## src/design/llg_pkg.sv

```systemverilog
// Shared types, constants and saturating fixed-point helpers for the LLG derivative core.
// Used by llg_div, llg_sqrt and llg_cell_derivative_core; depends on nothing else.
package llg_pkg;

  localparam int DW = 32;
  localparam int FB = 16;
  localparam int DAMP_W = 19;
  localparam int GYRO_W = 31;
  localparam int DIV_STEPS = DW - 1;
  localparam int DVW = DW - 1 + FB;
  localparam int SQ_STEPS = (DW + FB) / 2;
  localparam int IN_TDATA_W = ((6 * DW + DAMP_W + 7) / 8) * 8;
  localparam int OUT_TDATA_W = ((3 * DW + 7) / 8) * 8;

  typedef logic signed [DW-1:0] q_t;

  localparam q_t VMAX = {1'b0, {(DW - 1){1'b1}}};
  localparam q_t VMIN = {1'b1, {(DW - 1){1'b0}}};
  localparam q_t ONE = q_t'(64'd1 << FB);

  typedef enum logic [1:0] {
    REG_GYRO = 2'd0,
    REG_PREC = 2'd1,
    REG_GAIN = 2'd2
  } cfg_reg_e;

  typedef struct packed {
    logic en;
    logic vld;
  } pipe_ctl_t;

  typedef struct packed {
    q_t [2:0] e;
    q_t [2:0] m;
    q_t       mm;
    logic     pin;
    logic     last;
  } div_pay_t;

  typedef struct packed {
    q_t [2:0] d;
    q_t [2:0] m;
    q_t       omm;
    logic     pin;
    logic     last;
  } sq_pay_t;

  function automatic q_t qadd(input q_t a, input q_t b);
    logic [DW:0] s;
    q_t r;
    s = {a[DW-1], a} + {b[DW-1], b};
    if (s[DW] != s[DW-1]) r = s[DW] ? VMIN : VMAX;
    else r = q_t'(s[DW-1:0]);
    return r;
  endfunction

  function automatic q_t qsub(input q_t a, input q_t b);
    logic [DW:0] s;
    q_t r;
    s = {a[DW-1], a} - {b[DW-1], b};
    if (s[DW] != s[DW-1]) r = s[DW] ? VMIN : VMAX;
    else r = q_t'(s[DW-1:0]);
    return r;
  endfunction

  function automatic q_t qmul(input q_t a, input q_t b);
    logic [DW-1:0] ma;
    logic [DW-1:0] mb;
    logic [2*DW-1:0] p;
    logic neg;
    q_t r;
    ma = a[DW-1] ? (~a + 1'b1) : a;
    mb = b[DW-1] ? (~b + 1'b1) : b;
    neg = a[DW-1] ^ b[DW-1];
    p = ({{DW{1'b0}}, ma} * {{DW{1'b0}}, mb}) >> FB;
    if (p > {{DW{1'b0}}, VMAX}) r = neg ? VMIN : VMAX;
    else if (neg) r = -q_t'(p[DW-1:0]);
    else r = q_t'(p[DW-1:0]);
    return r;
  endfunction

endpackage

```

## src/design/llg_sqrt.sv

```systemverilog
// Pipelined digit-by-digit integer square root of a Q value scaled by 2^FB,
// one root bit per stage, with a side payload. Depends on llg_pkg.
module llg_sqrt
  import llg_pkg::*;
#(
  parameter int PW = 8
) (
  input  logic                clk_i,
  input  logic                rst_ni,
  input  pipe_ctl_t           ctl_i,
  input  logic [DW-2:0]       radicand_i,
  input  logic [PW-1:0]       pay_i,
  output logic                vld_o,
  output logic [SQ_STEPS-1:0] root_o,
  output logic [PW-1:0]       pay_o
);

  localparam int RW = SQ_STEPS + 2;
  localparam int AW = 2 * SQ_STEPS;

  logic [SQ_STEPS-1:0] vld_q;
  logic [RW-1:0]       rem_q  [SQ_STEPS];
  logic [AW-1:0]       arg_q  [SQ_STEPS];
  logic [SQ_STEPS-1:0] root_q [SQ_STEPS];
  logic [PW-1:0]       pay_q  [SQ_STEPS];

  for (genvar s = 0; s < SQ_STEPS; s++) begin : g_step
    logic [RW-1:0]       rem_in, rem2, trial;
    logic [AW-1:0]       arg_in;
    logic [SQ_STEPS-1:0] root_in;
    logic                vld_in;
    logic [PW-1:0]       pay_in;
    logic                ge;

    if (s == 0) begin : g_first
      assign rem_in  = '0;
      assign arg_in  = AW'({radicand_i, {FB{1'b0}}});
      assign root_in = '0;
      assign vld_in  = ctl_i.vld;
      assign pay_in  = pay_i;
    end else begin : g_next
      assign rem_in  = rem_q[s-1];
      assign arg_in  = arg_q[s-1];
      assign root_in = root_q[s-1];
      assign vld_in  = vld_q[s-1];
      assign pay_in  = pay_q[s-1];
    end

    assign rem2  = {rem_in[RW-3:0], arg_in[AW-1:AW-2]};
    assign trial = {root_in, 2'b01};
    assign ge    = rem2 >= trial;

    always_ff @(posedge clk_i or negedge rst_ni) begin
      if (!rst_ni) begin
        vld_q[s] <= 1'b0;
      end else if (ctl_i.en) begin
        vld_q[s] <= vld_in;
      end
    end

    always_ff @(posedge clk_i) begin
      if (ctl_i.en) begin
        rem_q[s]  <= ge ? (rem2 - trial) : rem2;
        arg_q[s]  <= {arg_in[AW-3:0], 2'b00};
        root_q[s] <= {root_in[SQ_STEPS-2:0], ge};
        pay_q[s]  <= pay_in;
      end
    end
  end

  assign vld_o  = vld_q[SQ_STEPS-1];
  assign root_o = root_q[SQ_STEPS-1];
  assign pay_o  = pay_q[SQ_STEPS-1];

endmodule

```

## config.mk

```make
export PLATFORM = sky130hd
export DESIGN_NAME = llg_sqrt
export DESIGN_NICKNAME = d
export VERILOG_FILES = /design/src/design/llg_pkg.sv /design/src/design/llg_sqrt.sv
export SDC_FILE = /design/constraint.sdc
export NUM_CORES = 2
export LEC_CHECK = 0
export BUFFER_PORTS_ARGS = -buffer_cell sky130_fd_sc_hd__buf_4
export CAP_MARGIN = 10
export CORE_ASPECT_RATIO = 1.2
export CORE_MARGIN = 8
export CORE_UTILIZATION = 40
export DETAILED_ROUTE_END_ITERATION = 8
export SYNTH_ARGS = -nofsm -noshare
export SYNTH_HDL_FRONTEND = slang
export SYNTH_SLANG_ARGS = --single-unit
export TNS_END_PERCENT = 100
```

## constraint.sdc

```tcl
create_clock -name clk_i -period 4.8 [get_ports clk_i]
set_input_delay 0.48 -clock clk_i [delete_from_list [all_inputs] [get_ports clk_i]]
set_output_delay 0.48 -clock clk_i [all_outputs]
set_load 0.01 [all_outputs]
```

==> metrics.txt <==
final antenna-violating net count=0; DR pass1 iterations=7; FMAX=272.9 MHz; Die Y=around 440 um; CORE AREA=0.1466 mm2; Resized cells post-CTS=0; antenna violations before repair=0; RSZ-0062 raised after global routing=false; crit end category=flip-flop; Hold WS=between 0.15 and 0.2 ns; DR vias=34570; Max Clock Skew=between 0.02 and 0.03 ns; Mean Syn Cell Area=roughly 13 um2; vias in the first global route=~35000; arrival time worst endpoint=around 4.2 ns; most used cell, CP=o21a_1; status=finished clean; cell leakage power=between 20 and 30 nW; Yosys reg bits=around 1300; critical path required time=between 5 and 6 ns; HP Class=input pin to asynchronous set/reset pin; Final period util=0.7634; Worst Reg-to-Reg Cells=14; pwr dens=around 460 mW/mm2; Cell variety after synth=75; CP max FO=39; Iter 0 DRT Violations=~2000; synthesized net count=between 4000 and 5000; asr flop ratio synth=0.01899; H-tree levels=4; residual DRC count=0; Max Buffers Root-to-Sink=3; die width=366.6 um; final setup vio count=0; peak supply drop=around 0.00035 V; CP Cell Sequence=ha_1, inv_1, fa_1, nor2b_1, o21a_1, a221o_1, a221oi_1, a2111oi_0, buf_4, o21ai_1, o21a_1, buf_12, nor2_1, xor2_1; GPL Wtd Cong=about 0.88; setup bufs post-CTS=0; final net count=just over 5000; first-pass GRT wire length=roughly 180000 um; reg-to-reg endpoint=rem_q[2][127]$_DFFE_PP_; layout filler cell count=about 13000; startpoint class of the critical path=flip-flop; largest net degree at the start of global routing=around 140; critical path class=flip-flop to flip-flop; clock latency on the worst-skew pair=~0.76 ns; Area growth syn-to-layout=13.72%; min cycle time layout=between 3 and 4 ns; TritonCTS Buffers=~140; slowest CP cell=a221oi_1; Cells after Synth=between 4000 and 5000; IO buf count=75; Max Cap Viol=0; IO Pins=76; Slew Limit Fails=0; share of cells above drive strength 1=0.09154; most used flip-flop cell after synthesis=edfxtp_1; Final HPWL DP=approximately 77000 um; Initial Util=0.4024; clk root buf=clkbuf_16; Seq/Total Area, Yosys=0.6412; Mapped Area=about 0.06 mm2; Worst-Margin Slew=around 1.2 ns; setup TNS=0 ns; final wirelength=108800 um; Worst-path clk slew=0.06 ns; synth warn=0; Critical R2R Launch=rem_q[2][78]$_SDFFCE_PP0P_; diodes inserted=0; CTS Sinks=roughly 1300; Total GRT Usage=0.1335; hold_buf cts=41; R2R setup slack=between 1 and 1.5 ns; Overall Power=between 30 and 40 mW; GRT overflow=0; vias per std cell=~5.0; Fin. Hold Viols=0; CP max stage delay=~0.46 ns; Post-synth EDFFs=roughly 1200; Avg WL per Cell=approximately 16 um; Core Rows=around 150; CTS tree=built; Max transition margin=0.2189; Die Area=between 0.15 and 0.2 mm2
-- worst max path at each step --
stage                                     from                      end  slack [ns]  depth (start not counted)
finish              rem_q[2][78]$_SDFFCE_PP0P_  rem_q[2][127]$_DFFE_PP_        1.14                         14
global route        rem_q[2][78]$_SDFFCE_PP0P_  rem_q[2][127]$_DFFE_PP_        0.82                         14
CTS                   root_q[2][120]$_DFFE_PP_  rem_q[2][164]$_DFFE_PP_        0.78                         11
detailed placement    root_q[2][120]$_DFFE_PP_  rem_q[2][161]$_DFFE_PP_        0.84                         11
global placement      root_q[2][120]$_DFFE_PP_  rem_q[2][161]$_DFFE_PP_        0.87                         11
floorplan              root_q[2][48]$_DFFE_PP_   rem_q[2][90]$_DFFE_PP_        1.34                         14
-- cells in the mapped netlist, types with 8 or more instances --
master / instances / area (um2)
a211oi_1: 14 / 105.1
nor4_1: 51 / 319.1
a21boi_0: 15 / 112.6
dfrtp_1: 24 / 600.6
or4_1: 20 / 150.1
nand2_1: 258 / 968.4
a21oi_1: 292 / 1461
o41ai_1: 13 / 113.9
o21a_1: 76 / 570.6
nand3_1: 67 / 335.3
ha_1: 308 / 3854
xor2_1: 192 / 1682
o21bai_1: 18 / 135.1
nor3_1: 111 / 555.5
nor2b_1: 58 / 362.9
nand2b_1: 59 / 369.1
o211ai_1: 20 / 150.1
mux2_2: 84 / 945.9
and3_1: 21 / 131.4
a21o_1: 92 / 690.7
o31ai_1: 25 / 187.7
or2_2: 29 / 181.4
o21ai_0: 229 / 1146
and2_1: 16 / 100.1
nand4_1: 41 / 256.5
nand3b_1: 11 / 82.58
a31oi_1: 14 / 87.58
inv_1: 401 / 1505
o31a_1: 9 / 78.83
edfxtp_1: 1240 / 37240
or3_1: 51 / 319.1
xnor2_1: 178 / 1559
nor3b_1: 8 / 60.06
nor2_1: 346 / 1299
clkbuf_1: 62 / 232.7
-- per-stage QoR --
step | cells | instance area, um2 | setup WS [ns] | util
floorplan | 4567 | 59010 | 1.343 | -
global placement | 6560 | 62190 | 0.8687 | 0.4241
CTS | 6854 | 67090 | 0.7832 | 0.4575
global route | 6855 | 67110 | 0.8243 | 0.4576
detailed placement | 6560 | 62190 | 0.8385 | 0.4241
finish | 6855 | 67110 | 1.136 | 0.4576
-- cell type report --
type / count / area (um2) / area share
clock inverter: 90 / 872.1 / 0.01300
sequential: 1264 / 37840 / 0.5638
inverter: 404 / 1516 / 0.02260
clock buffer: 163 / 3621 / 0.05396
multi-input combinational: 2831 / 19420 / 0.2893
timing repair buffer: 153 / 1404 / 0.02092
tap: 1950 / 2440 / 0.03636
-- critical path, delay by kind of cell (launching register included) --
kind,cells,cell delay [ns]
AO/OA/AOI/OAI,6,1.75
adder cells (fa/ha/maj),2,0.46
AND/OR/NAND/NOR,2,0.14
flip-flops,1,0.44
XOR/XNOR,1,0.15
buffers and inverters,3,0.46
-- flip-flops by register name, indices dropped and copies added, names as in the netlist --
name / flops
arg_q: 240
g_step.vld_in: 23
pay_q: 192
rem_q: 508
root_q: 300
vld_o: 1
-- layer usage --
| metal | share of wire | vias to the layer above | global-route usage | wire length [um] |
|---|---|---|---|---|
| met5 | 0 | - | 0 | 0 |
| met4 | 0.031 | 0 | 0.04745 | 3338 |
| met3 | 0.043 | 233 | 0.02799 | 4673 |
| met2 | 0.50 | 610 | 0.2375 | 54460 |
| met1 | 0.43 | 16480 | 0.1594 | 46310 |
| li1 | - | 17240 | - | - |
-- layout by cell type (no fill, tap or decap), types with 50 or more instances in the layout --
cell       count
ha_1         308
nor4_1        50
o21ai_0      228
nor3_1       111
xnor2_1      178
mux2_2        84
o21a_1        76
clkbuf_16    141
a21oi_1      291
nand3_1       67
a21o_1        92
nor2_1       346
nand2b_1      59
edfxtp_1    1240
xor2_1       192
nor2b_1       58
inv_1        401
nand2_1      258
buf_4        100
or3_1         51
-- power breakdown --
part           internal [mW]  leakage, nW  switching [mW]
Combinational           2.53         11.6            3.08
Sequential              13.9         12.1           0.826
Clock                   6.08         2.19            4.32
Total                   22.5         25.8            8.22
-- kinds of logic (layout without fill, tap and decap cells) --
family / after synthesis / in the layout / share of synthesized area
other cells: 1 / 1 / 0.00006355
simple gates: 1174 / 1174 / 0.09731
compound gates: 883 / 883 / 0.09192
mux: 88 / 88 / 0.01671
xor+xnor: 370 / 370 / 0.05492
flops: 1264 / 1264 / 0.6412
buf+inv: 472 / 810 / 0.03019
fa+ha+maj: 315 / 315 / 0.06768
Power figures use the tool's default switching activity.
