[config.mk]
export PLATFORM = sky130hd
export DESIGN_NAME = llg_div
export DESIGN_NICKNAME = d
export VERILOG_FILES = /design/src/design/llg_pkg.sv /design/src/design/llg_div.sv
export SDC_FILE = /design/constraint.sdc
export NUM_CORES = 2
export LEC_CHECK = 0
export BUFFER_PORTS_ARGS = -buffer_cell sky130_fd_sc_hd__buf_2
export CAP_MARGIN = 20
export CORE_ASPECT_RATIO = 1.1
export CORE_MARGIN = 3
export CORE_UTILIZATION = 35
export CTS_CLUSTER_DIAMETER = 200
export DETAILED_ROUTE_END_ITERATION = 6
export GPL_TIMING_DRIVEN = 0
export PLACE_DENSITY = 0.62
export SYNTH_ARGS = -nofsm -noshare
export SYNTH_HDL_FRONTEND = slang
export SYNTH_SLANG_ARGS = --single-unit
[constraint.sdc]
create_clock -name clk_i -period 3.7 [get_ports clk_i]
set_input_delay 0.925 -clock clk_i [delete_from_list [all_inputs] [get_ports clk_i]]
set_output_delay 0.925 -clock clk_i [all_outputs]
set_load 0.03 [all_outputs]
[src/design/llg_pkg.sv]
// Shared types, constants and saturating fixed-point helpers for the LLG derivative core.
// Used by llg_div, llg_sqrt and llg_cell_derivative_core; depends on nothing else.
package llg_pkg;

  localparam int DW = 32;
  localparam int FB = 16;
  localparam int DAMP_W = 19;
  localparam int GYRO_W = 31;
  localparam int DIV_STEPS = DW - 1;
  localparam int DVW = DW - 1 + FB;
  localparam int SQ_STEPS = (DW + FB) / 2;
  localparam int IN_TDATA_W = ((6 * DW + DAMP_W + 7) / 8) * 8;
  localparam int OUT_TDATA_W = ((3 * DW + 7) / 8) * 8;

  typedef logic signed [DW-1:0] q_t;

  localparam q_t VMAX = {1'b0, {(DW - 1){1'b1}}};
  localparam q_t VMIN = {1'b1, {(DW - 1){1'b0}}};
  localparam q_t ONE = q_t'(64'd1 << FB);

  typedef enum logic [1:0] {
    REG_GYRO = 2'd0,
    REG_PREC = 2'd1,
    REG_GAIN = 2'd2
  } cfg_reg_e;

  typedef struct packed {
    logic en;
    logic vld;
  } pipe_ctl_t;

  typedef struct packed {
    q_t [2:0] e;
    q_t [2:0] m;
    q_t       mm;
    logic     pin;
    logic     last;
  } div_pay_t;

  typedef struct packed {
    q_t [2:0] d;
    q_t [2:0] m;
    q_t       omm;
    logic     pin;
    logic     last;
  } sq_pay_t;

  function automatic q_t qadd(input q_t a, input q_t b);
    logic [DW:0] s;
    q_t r;
    s = {a[DW-1], a} + {b[DW-1], b};
    if (s[DW] != s[DW-1]) r = s[DW] ? VMIN : VMAX;
    else r = q_t'(s[DW-1:0]);
    return r;
  endfunction

  function automatic q_t qsub(input q_t a, input q_t b);
    logic [DW:0] s;
    q_t r;
    s = {a[DW-1], a} - {b[DW-1], b};
    if (s[DW] != s[DW-1]) r = s[DW] ? VMIN : VMAX;
    else r = q_t'(s[DW-1:0]);
    return r;
  endfunction

  function automatic q_t qmul(input q_t a, input q_t b);
    logic [DW-1:0] ma;
    logic [DW-1:0] mb;
    logic [2*DW-1:0] p;
    logic neg;
    q_t r;
    ma = a[DW-1] ? (~a + 1'b1) : a;
    mb = b[DW-1] ? (~b + 1'b1) : b;
    neg = a[DW-1] ^ b[DW-1];
    p = ({{DW{1'b0}}, ma} * {{DW{1'b0}}, mb}) >> FB;
    if (p > {{DW{1'b0}}, VMAX}) r = neg ? VMIN : VMAX;
    else if (neg) r = -q_t'(p[DW-1:0]);
    else r = q_t'(p[DW-1:0]);
    return r;
  endfunction

endpackage

[src/design/llg_div.sv]
// Pipelined restoring divider, one quotient bit per stage, with a side payload.
// Depends on llg_pkg.
module llg_div
  import llg_pkg::*;
#(
  parameter int PW = 8
) (
  input  logic            clk_i,
  input  logic            rst_ni,
  input  pipe_ctl_t       ctl_i,
  input  logic [DVW-1:0]  dividend_i,
  input  logic [DW-2:0]   divisor_i,
  input  logic [PW-1:0]   pay_i,
  output logic            vld_o,
  output logic [DW-1:0]   quot_o,
  output logic [PW-1:0]   pay_o
);

  logic [DIV_STEPS-1:0] vld_q;
  logic [DW-2:0]        rem_q [DIV_STEPS];
  logic [DW-2:0]        low_q [DIV_STEPS];
  logic [DW-2:0]        quo_q [DIV_STEPS];
  logic [DW-2:0]        den_q [DIV_STEPS];
  logic [PW-1:0]        pay_q [DIV_STEPS];

  for (genvar s = 0; s < DIV_STEPS; s++) begin : g_step
    logic [DW-2:0] rem_in, low_in, quo_in, den_in;
    logic          vld_in;
    logic [PW-1:0] pay_in;
    logic [DW-1:0] trial, diff;
    logic          ge;

    if (s == 0) begin : g_first
      assign rem_in = (DW-1)'(dividend_i >> (DW - 1));
      assign low_in = dividend_i[DW-2:0];
      assign quo_in = '0;
      assign den_in = divisor_i;
      assign vld_in = ctl_i.vld;
      assign pay_in = pay_i;
    end else begin : g_next
      assign rem_in = rem_q[s-1];
      assign low_in = low_q[s-1];
      assign quo_in = quo_q[s-1];
      assign den_in = den_q[s-1];
      assign vld_in = vld_q[s-1];
      assign pay_in = pay_q[s-1];
    end

    assign trial = {rem_in, low_in[DW-2]};
    assign diff  = trial - {1'b0, den_in};
    assign ge    = trial >= {1'b0, den_in};

    always_ff @(posedge clk_i or negedge rst_ni) begin
      if (!rst_ni) begin
        vld_q[s] <= 1'b0;
      end else if (ctl_i.en) begin
        vld_q[s] <= vld_in;
      end
    end

    always_ff @(posedge clk_i) begin
      if (ctl_i.en) begin
        rem_q[s] <= ge ? diff[DW-2:0] : trial[DW-2:0];
        low_q[s] <= {low_in[DW-3:0], 1'b0};
        quo_q[s] <= {quo_in[DW-3:0], ge};
        den_q[s] <= den_in;
        pay_q[s] <= pay_in;
      end
    end
  end

  assign vld_o  = vld_q[DIV_STEPS-1];
  assign quot_o = {1'b0, quo_q[DIV_STEPS-1]};
  assign pay_o  = pay_q[DIV_STEPS-1];

endmodule

==> metrics.sh <==
CTS_ROOT_BUF='sky130_fd_sc_hd__clkbuf_16'
GRT_USE_MET3_PCT=1.953
AREA_FRACTION_IN_AND_OR_NAND_AND_NOR_CELLS_AFTER_SYNTHESIS_PCT=7.343
SYNTH-XOR-AREA-SHARE_PCT=4.477
FIN_NETS=13711
PLACE.GP.CONGESTION=0.9227
FINAL-SETUP-VIOL-COUNT=1
GLOBAL_ROUTE_USAGE_OVER_ALL_LAYERS_PCT=14.21
MOST_FREQUENTLY_USED_FLOP_MASTER_AFTER_SYNTHESIS='sky130_fd_sc_hd__edfxtp_1'
HOLD_PATH_CLASS='in -> reg'
CLOCK_TREE.HTREE_LEVEL_COUNT=5
CRITICALPATHCATEGORY='reg -> reg'
VIAS=92380
CTS_MADE_BUFFERS=345
PERIOD_NEEDED_NS=3.718
MULTI_INPUT_AREA_MM2=0.05536
MAX_STAGE_DELAY_NS=0.52
COUNT_OF_CELLS_ALONG_THE_WORST_REGISTER_TO_REGISTER_PATH=15
POWER_LEAKAGE_uW=0.06836
LAYOUT_SETUP_WS_NS=-0.01758
DIE_H_UM=698.1
CP_SLOWEST_CELL='sky130_fd_sc_hd__o211ai_1'
PLACEABLECOREAREA_MM2=0.4327
RELSLEWSLACK_PCT=32.95
WIRE_LENGTH_OF_THE_FIRST_GLOBAL_ROUTING_PASS_MM=505.0
FINAL_CELL_MIX='sky130_fd_sc_hd__edfxtp_1 (3069), sky130_fd_sc_hd__inv_1 (1165), sky130_fd_sc_hd__ha_1 (945), sky130_fd_sc_hd__a21oi_1 (936), sky130_fd_sc_hd__nand2_1 (734)'
CRIT_START='den_q[27][0]$_DFFE_PP_'
TOTAL_PLACED_INSTANCE_AREA_MM2=0.1608
DIE_AREA_MM2=0.4434
PORTION_OF_NETLIST_AREA_OCCUPIED_BY_MUX_CELLS_PCT=3.106
TIMING.MAX_CAP.VIOLATIONS=0
SYNTH_COMPOUND_AREA_SHARE_PCT=12.36
WIRELENGTH_MM=325.8
CRITICAL_PATH.STARTPOINT_TYPE='flip-flop'
CLOCK_TREE_FROM_TRITONCTS='built'
SEQUENTIAL_CELL_AREA_MM2=0.09293
PORT_BUFFERS=129
FINALCLOCKSKEW_NS=0.08196
SYNTH_EDF_COUNT=3069
POST_SYNTH_NUM_CELL_TYPES=104
NUMBER_OF_GLOBAL_ROUTE_VIAS_BEFORE_REPAIR=92350
SYN_TO_FINAL_GROWTH_PCT=14.66
PATH_DEPTH=15
POST_SYNTH_INSTANCE_AREA_MM2=0.1524
CRITICAL_PATH_PEAK_FANOUT=6
X_DIMENSION_OF_THE_DIE_UM=635.2
CRIT-REG2REG-LAUNCH='den_q[27][0]$_DFFE_PP_'
GRT.BUSIEST_LAYER='met2'
ANTENNA_FOUND_INITIAL=7
PATH_COMMON_CELL='sky130_fd_sc_hd__a21oi_2'
SYN-MEAN-INSTANCE-AREA_UM2=12.62
WORST-ENDPOINT-REQUIRED_NS=4.42
FLOORPLAN.INITIALDENSITY_PCT=35.22
ANTENNA_LEFT=0
PLACE_HPWL_MM=239.0
GRT.MET2_USAGE_PCT=26.74
DRT_ITER0_MARKERS=5128
OUTCOME='finished, violations left'
DRT-VIAS-PER-INSTANCE=4.944
GRT_START_MAX_NET_PINS=187
SYN-NUM-NETS=13144
POWER_DENSITY_NORMALIZED_TO_CELL_AREA_mW_PER_MM2=859.1
DRC=0
TIGHTESTPINTRANSITION_NS=1.006
FINAL_COMMON_CELL='sky130_fd_sc_hd__edfxtp_1'
SYNTH_TOP_FAMILY_BY_AREA='compound AO/OA/AOI/OAI gates'
USE_MET1_PCT=15.49
WORSTPATHBUFFERINVERTERCOUNT=3
CRITPATHCAPTURETYPE='flip-flop'
POSTSYNTHCELLCOUNT=12077
CRITICAL-PATH-TOP-DELAY-FAMILY='compound AO/OA/AOI/OAI gates'
SYNTH_ADDER_AREA_SHARE_PCT=8.169
REMAINING_GLOBAL_ROUTE_OVERFLOW=0
PORTION_OF_THE_POST_SYNTHESIS_AREA_USED_BY_SEQUENTIAL_ELEMENTS_PCT=60.98
WL_PER_CELL_UM=17.44
NUMBER_OF_WARNINGS_REPORTED_IN_THE_YOSYS_SYNTHESIS_LOG=0
CTS.SINK_COUNT=3100
LAYOUT-DRIVE-GT1-SHARE_PCT=9.737
MIN_PERIOD_OVER_PERIOD_PCT=100.5
HOLD_DEPTH=1
CLK-INSERTION-DELAY-LATE_NS=0.97
HOLD_PATH.STARTPOINT='dividend_i[21]'
CLKSLEWWORSTSETUPHOLDPATHS_NS=0.06
CRITICAL_PATH.CELL_CHAIN='ha_2, fa_2, nor2b_1, o21a_1, o21ai_2, a21oi_2, a21oi_4, o211ai_1, a21oi_2, o41ai_4, buf_12, buf_6, clkbuf_16, nor2_2, a31o_1'
HOLD_VIOL_FINAL=0
YS_ASYNC_SR_FRACTION_PCT=1.000
WORST-ENDPOINT-ARRIVAL_NS=4.43
SYNTH.FF_LATCH_COUNT=3100
TIMING.FMAX_MHz=269.0
SLEW_VIOL_FINAL=0
NUM_IO_PINS=131
PLACEMENT_ROWS=253
FINALINSTANCEAREA_MM2=0.1747
VDD_DROP_MAX_uV=414.0
FINAL.SETUP.TNS_NS=-0.01758
FAILED_CHECKS='negative setup slack'
FINAL.FILL_COUNT=40467
DETAILED_ROUTING_ITERATIONS_PASS_1=5
CTS_MAX_PATH_BUFFERS=4
RSZ0062_AT_GRT='true'
==> kinds of logic (layout without fill, tap and decap cells) <==
kind of cell,Yosys count,after routing
xor+xnor,779,779
flops,3100,3100
simple gates,2375,2375
fa+ha+maj,977,977
buf+inv,1415,2268
compound gates,3007,3007
mux,423,423
other cells,1,20
==> path summary, 6_finish.rpt <==
path,to,slack [ns]
max in group asynchronous,g_step[13].vld_in$_DFFE_PN0P_,2.67
setup / recovery,rem_q[1][399]$_DFFE_PP_,-0.02
setup reg to reg,rem_q[1][399]$_DFFE_PP_,-0.02
hold / removal,low_q[0][21]$_DFFE_PP_,0.17
hold reg to reg,quo_q[25][2]$_DFFE_PP_,0.36
min in group asynchronous,g_step[7].vld_in$_DFFE_PN0P_,0.60
==> synthesized netlist by cell type, types with 18 or more instances <==
| master | count | area (µm²) |
|---|---|---|
| sky130_fd_sc_hd__buf_2 | 43 | 215.2 |
| sky130_fd_sc_hd__nor3b_1 | 18 | 135.1 |
| sky130_fd_sc_hd__and4_1 | 24 | 210.2 |
| sky130_fd_sc_hd__nor3_1 | 106 | 530.5 |
| sky130_fd_sc_hd__ha_1 | 947 | 11850 |
| sky130_fd_sc_hd__nand2b_1 | 113 | 706.9 |
| sky130_fd_sc_hd__a21boi_0 | 18 | 135.1 |
| sky130_fd_sc_hd__nand2_1 | 734 | 2755 |
| sky130_fd_sc_hd__a211o_1 | 25 | 219.0 |
| sky130_fd_sc_hd__inv_1 | 1166 | 4377 |
| sky130_fd_sc_hd__mux2i_1 | 27 | 270.3 |
| sky130_fd_sc_hd__a211oi_1 | 76 | 570.6 |
| sky130_fd_sc_hd__xor2_1 | 289 | 2531 |
| sky130_fd_sc_hd__o21a_1 | 130 | 975.9 |
| sky130_fd_sc_hd__o21bai_1 | 103 | 773.2 |
| sky130_fd_sc_hd__nor2_1 | 676 | 2537 |
| sky130_fd_sc_hd__o31ai_1 | 55 | 412.9 |
| sky130_fd_sc_hd__nand3_1 | 163 | 815.8 |
| sky130_fd_sc_hd__nand4_1 | 143 | 894.6 |
| sky130_fd_sc_hd__a21oi_1 | 975 | 4880 |
| sky130_fd_sc_hd__mux2_1 | 302 | 3401 |
| sky130_fd_sc_hd__nor2b_1 | 126 | 788.3 |
| sky130_fd_sc_hd__o21ai_2 | 21 | 183.9 |
| sky130_fd_sc_hd__a311oi_1 | 21 | 183.9 |
| sky130_fd_sc_hd__a21o_1 | 445 | 3341 |
| sky130_fd_sc_hd__xnor2_1 | 490 | 4292 |
| sky130_fd_sc_hd__o21ai_1 | 346 | 1732 |
| sky130_fd_sc_hd__or3_1 | 36 | 225.2 |
| sky130_fd_sc_hd__dfrtp_1 | 31 | 775.7 |
| sky130_fd_sc_hd__clkbuf_1 | 177 | 664.4 |
| sky130_fd_sc_hd__and3_1 | 54 | 337.8 |
| sky130_fd_sc_hd__o2111ai_1 | 20 | 175.2 |
| sky130_fd_sc_hd__or2_2 | 26 | 162.7 |
| sky130_fd_sc_hd__and2_1 | 46 | 287.8 |
| sky130_fd_sc_hd__nor4_1 | 24 | 150.1 |
| sky130_fd_sc_hd__edfxtp_1 | 3069 | 92160 |
| sky130_fd_sc_hd__o211ai_1 | 44 | 330.3 |
| sky130_fd_sc_hd__nand2_2 | 20 | 125.1 |
| sky130_fd_sc_hd__a2111oi_0 | 21 | 183.9 |
| sky130_fd_sc_hd__a31oi_1 | 99 | 619.3 |
| sky130_fd_sc_hd__o31a_1 | 53 | 464.2 |
| sky130_fd_sc_hd__mux2_2 | 93 | 1047 |
| sky130_fd_sc_hd__o21ai_0 | 362 | 1812 |
| sky130_fd_sc_hd__fa_1 | 30 | 600.6 |
==> metrics by stage <==
step                setup WS, ns  util [%]  std cells  power, µW  hold WS [ns]
floorplan                0.02149         -      12077      96730        0.4003
global route            -0.07670     40.38      18681     160400       0.07103
global placement          -51.61     37.02      17943     111600        0.4002
finish                  -0.01758     40.38      18686     150100        0.1702
CTS                     0.002815     40.14      18643     150300       0.02484
detailed placement        -1.614     37.17      17967     113200        0.4045
==> area by class of cell <==
class	count	share of cell area, %
flip-flops and latches	3100	53.19
multi-input cells	7562	31.68
clock buffers	398	5.103
well taps	5737	4.108
inverters	1179	2.533
clock inverters	235	1.350
repair buffers	226	1.196
plain buffers	230	0.8134
diodes	19	0.02721
==> worst reg2reg max path, stage by stage (launching register included) <==
cell and delay (ns):
sky130_fd_sc_hd__edfxtp_1 0.41, sky130_fd_sc_hd__ha_2 0.23, sky130_fd_sc_hd__fa_2 0.41, sky130_fd_sc_hd__nor2b_1 0.12, sky130_fd_sc_hd__o21a_1 0.18, sky130_fd_sc_hd__o21ai_2 0.09
sky130_fd_sc_hd__a21oi_2 0.24, sky130_fd_sc_hd__a21oi_4 0.10, sky130_fd_sc_hd__o211ai_1 0.52, sky130_fd_sc_hd__a21oi_2 0.16, sky130_fd_sc_hd__o41ai_4 0.29, sky130_fd_sc_hd__buf_12 0.19
sky130_fd_sc_hd__buf_6 0.13, sky130_fd_sc_hd__clkbuf_16 0.16, sky130_fd_sc_hd__nor2_2 0.05, sky130_fd_sc_hd__a31o_1 0.21
==> report_power, final <==
group	total, µW	switching, µW	internal [µW]
logic	62600	35900	26700
clock network	33900	14200	19800
registers	53600	4090	49500
total	150000	54100	96000
==> metal layers <==
layer	vias up	share of wire, %
met5	-	0
met4	0	5.1
met3	723	3.4
met2	1619	53
met1	44196	39
li1	45842	-
==> sequential cells by signal (all words and copies together), names as in the netlist <==
register	cells
den_q	930
rem_q	930
quo_q	496
low_q	465
pay_q	248
g_step.vld_in	30
vld_o	1
==> what timing repair did <==
action	in CTS	in global routing
endpoints found under the hold margin	31	0
hold buffers	1	0
gates cloned	4	2
setup endpoints to repair	864	654
setup buffers	41	25
resized for setup	288	208
pin swaps	31	51
(Power assumes the default switching activity.)
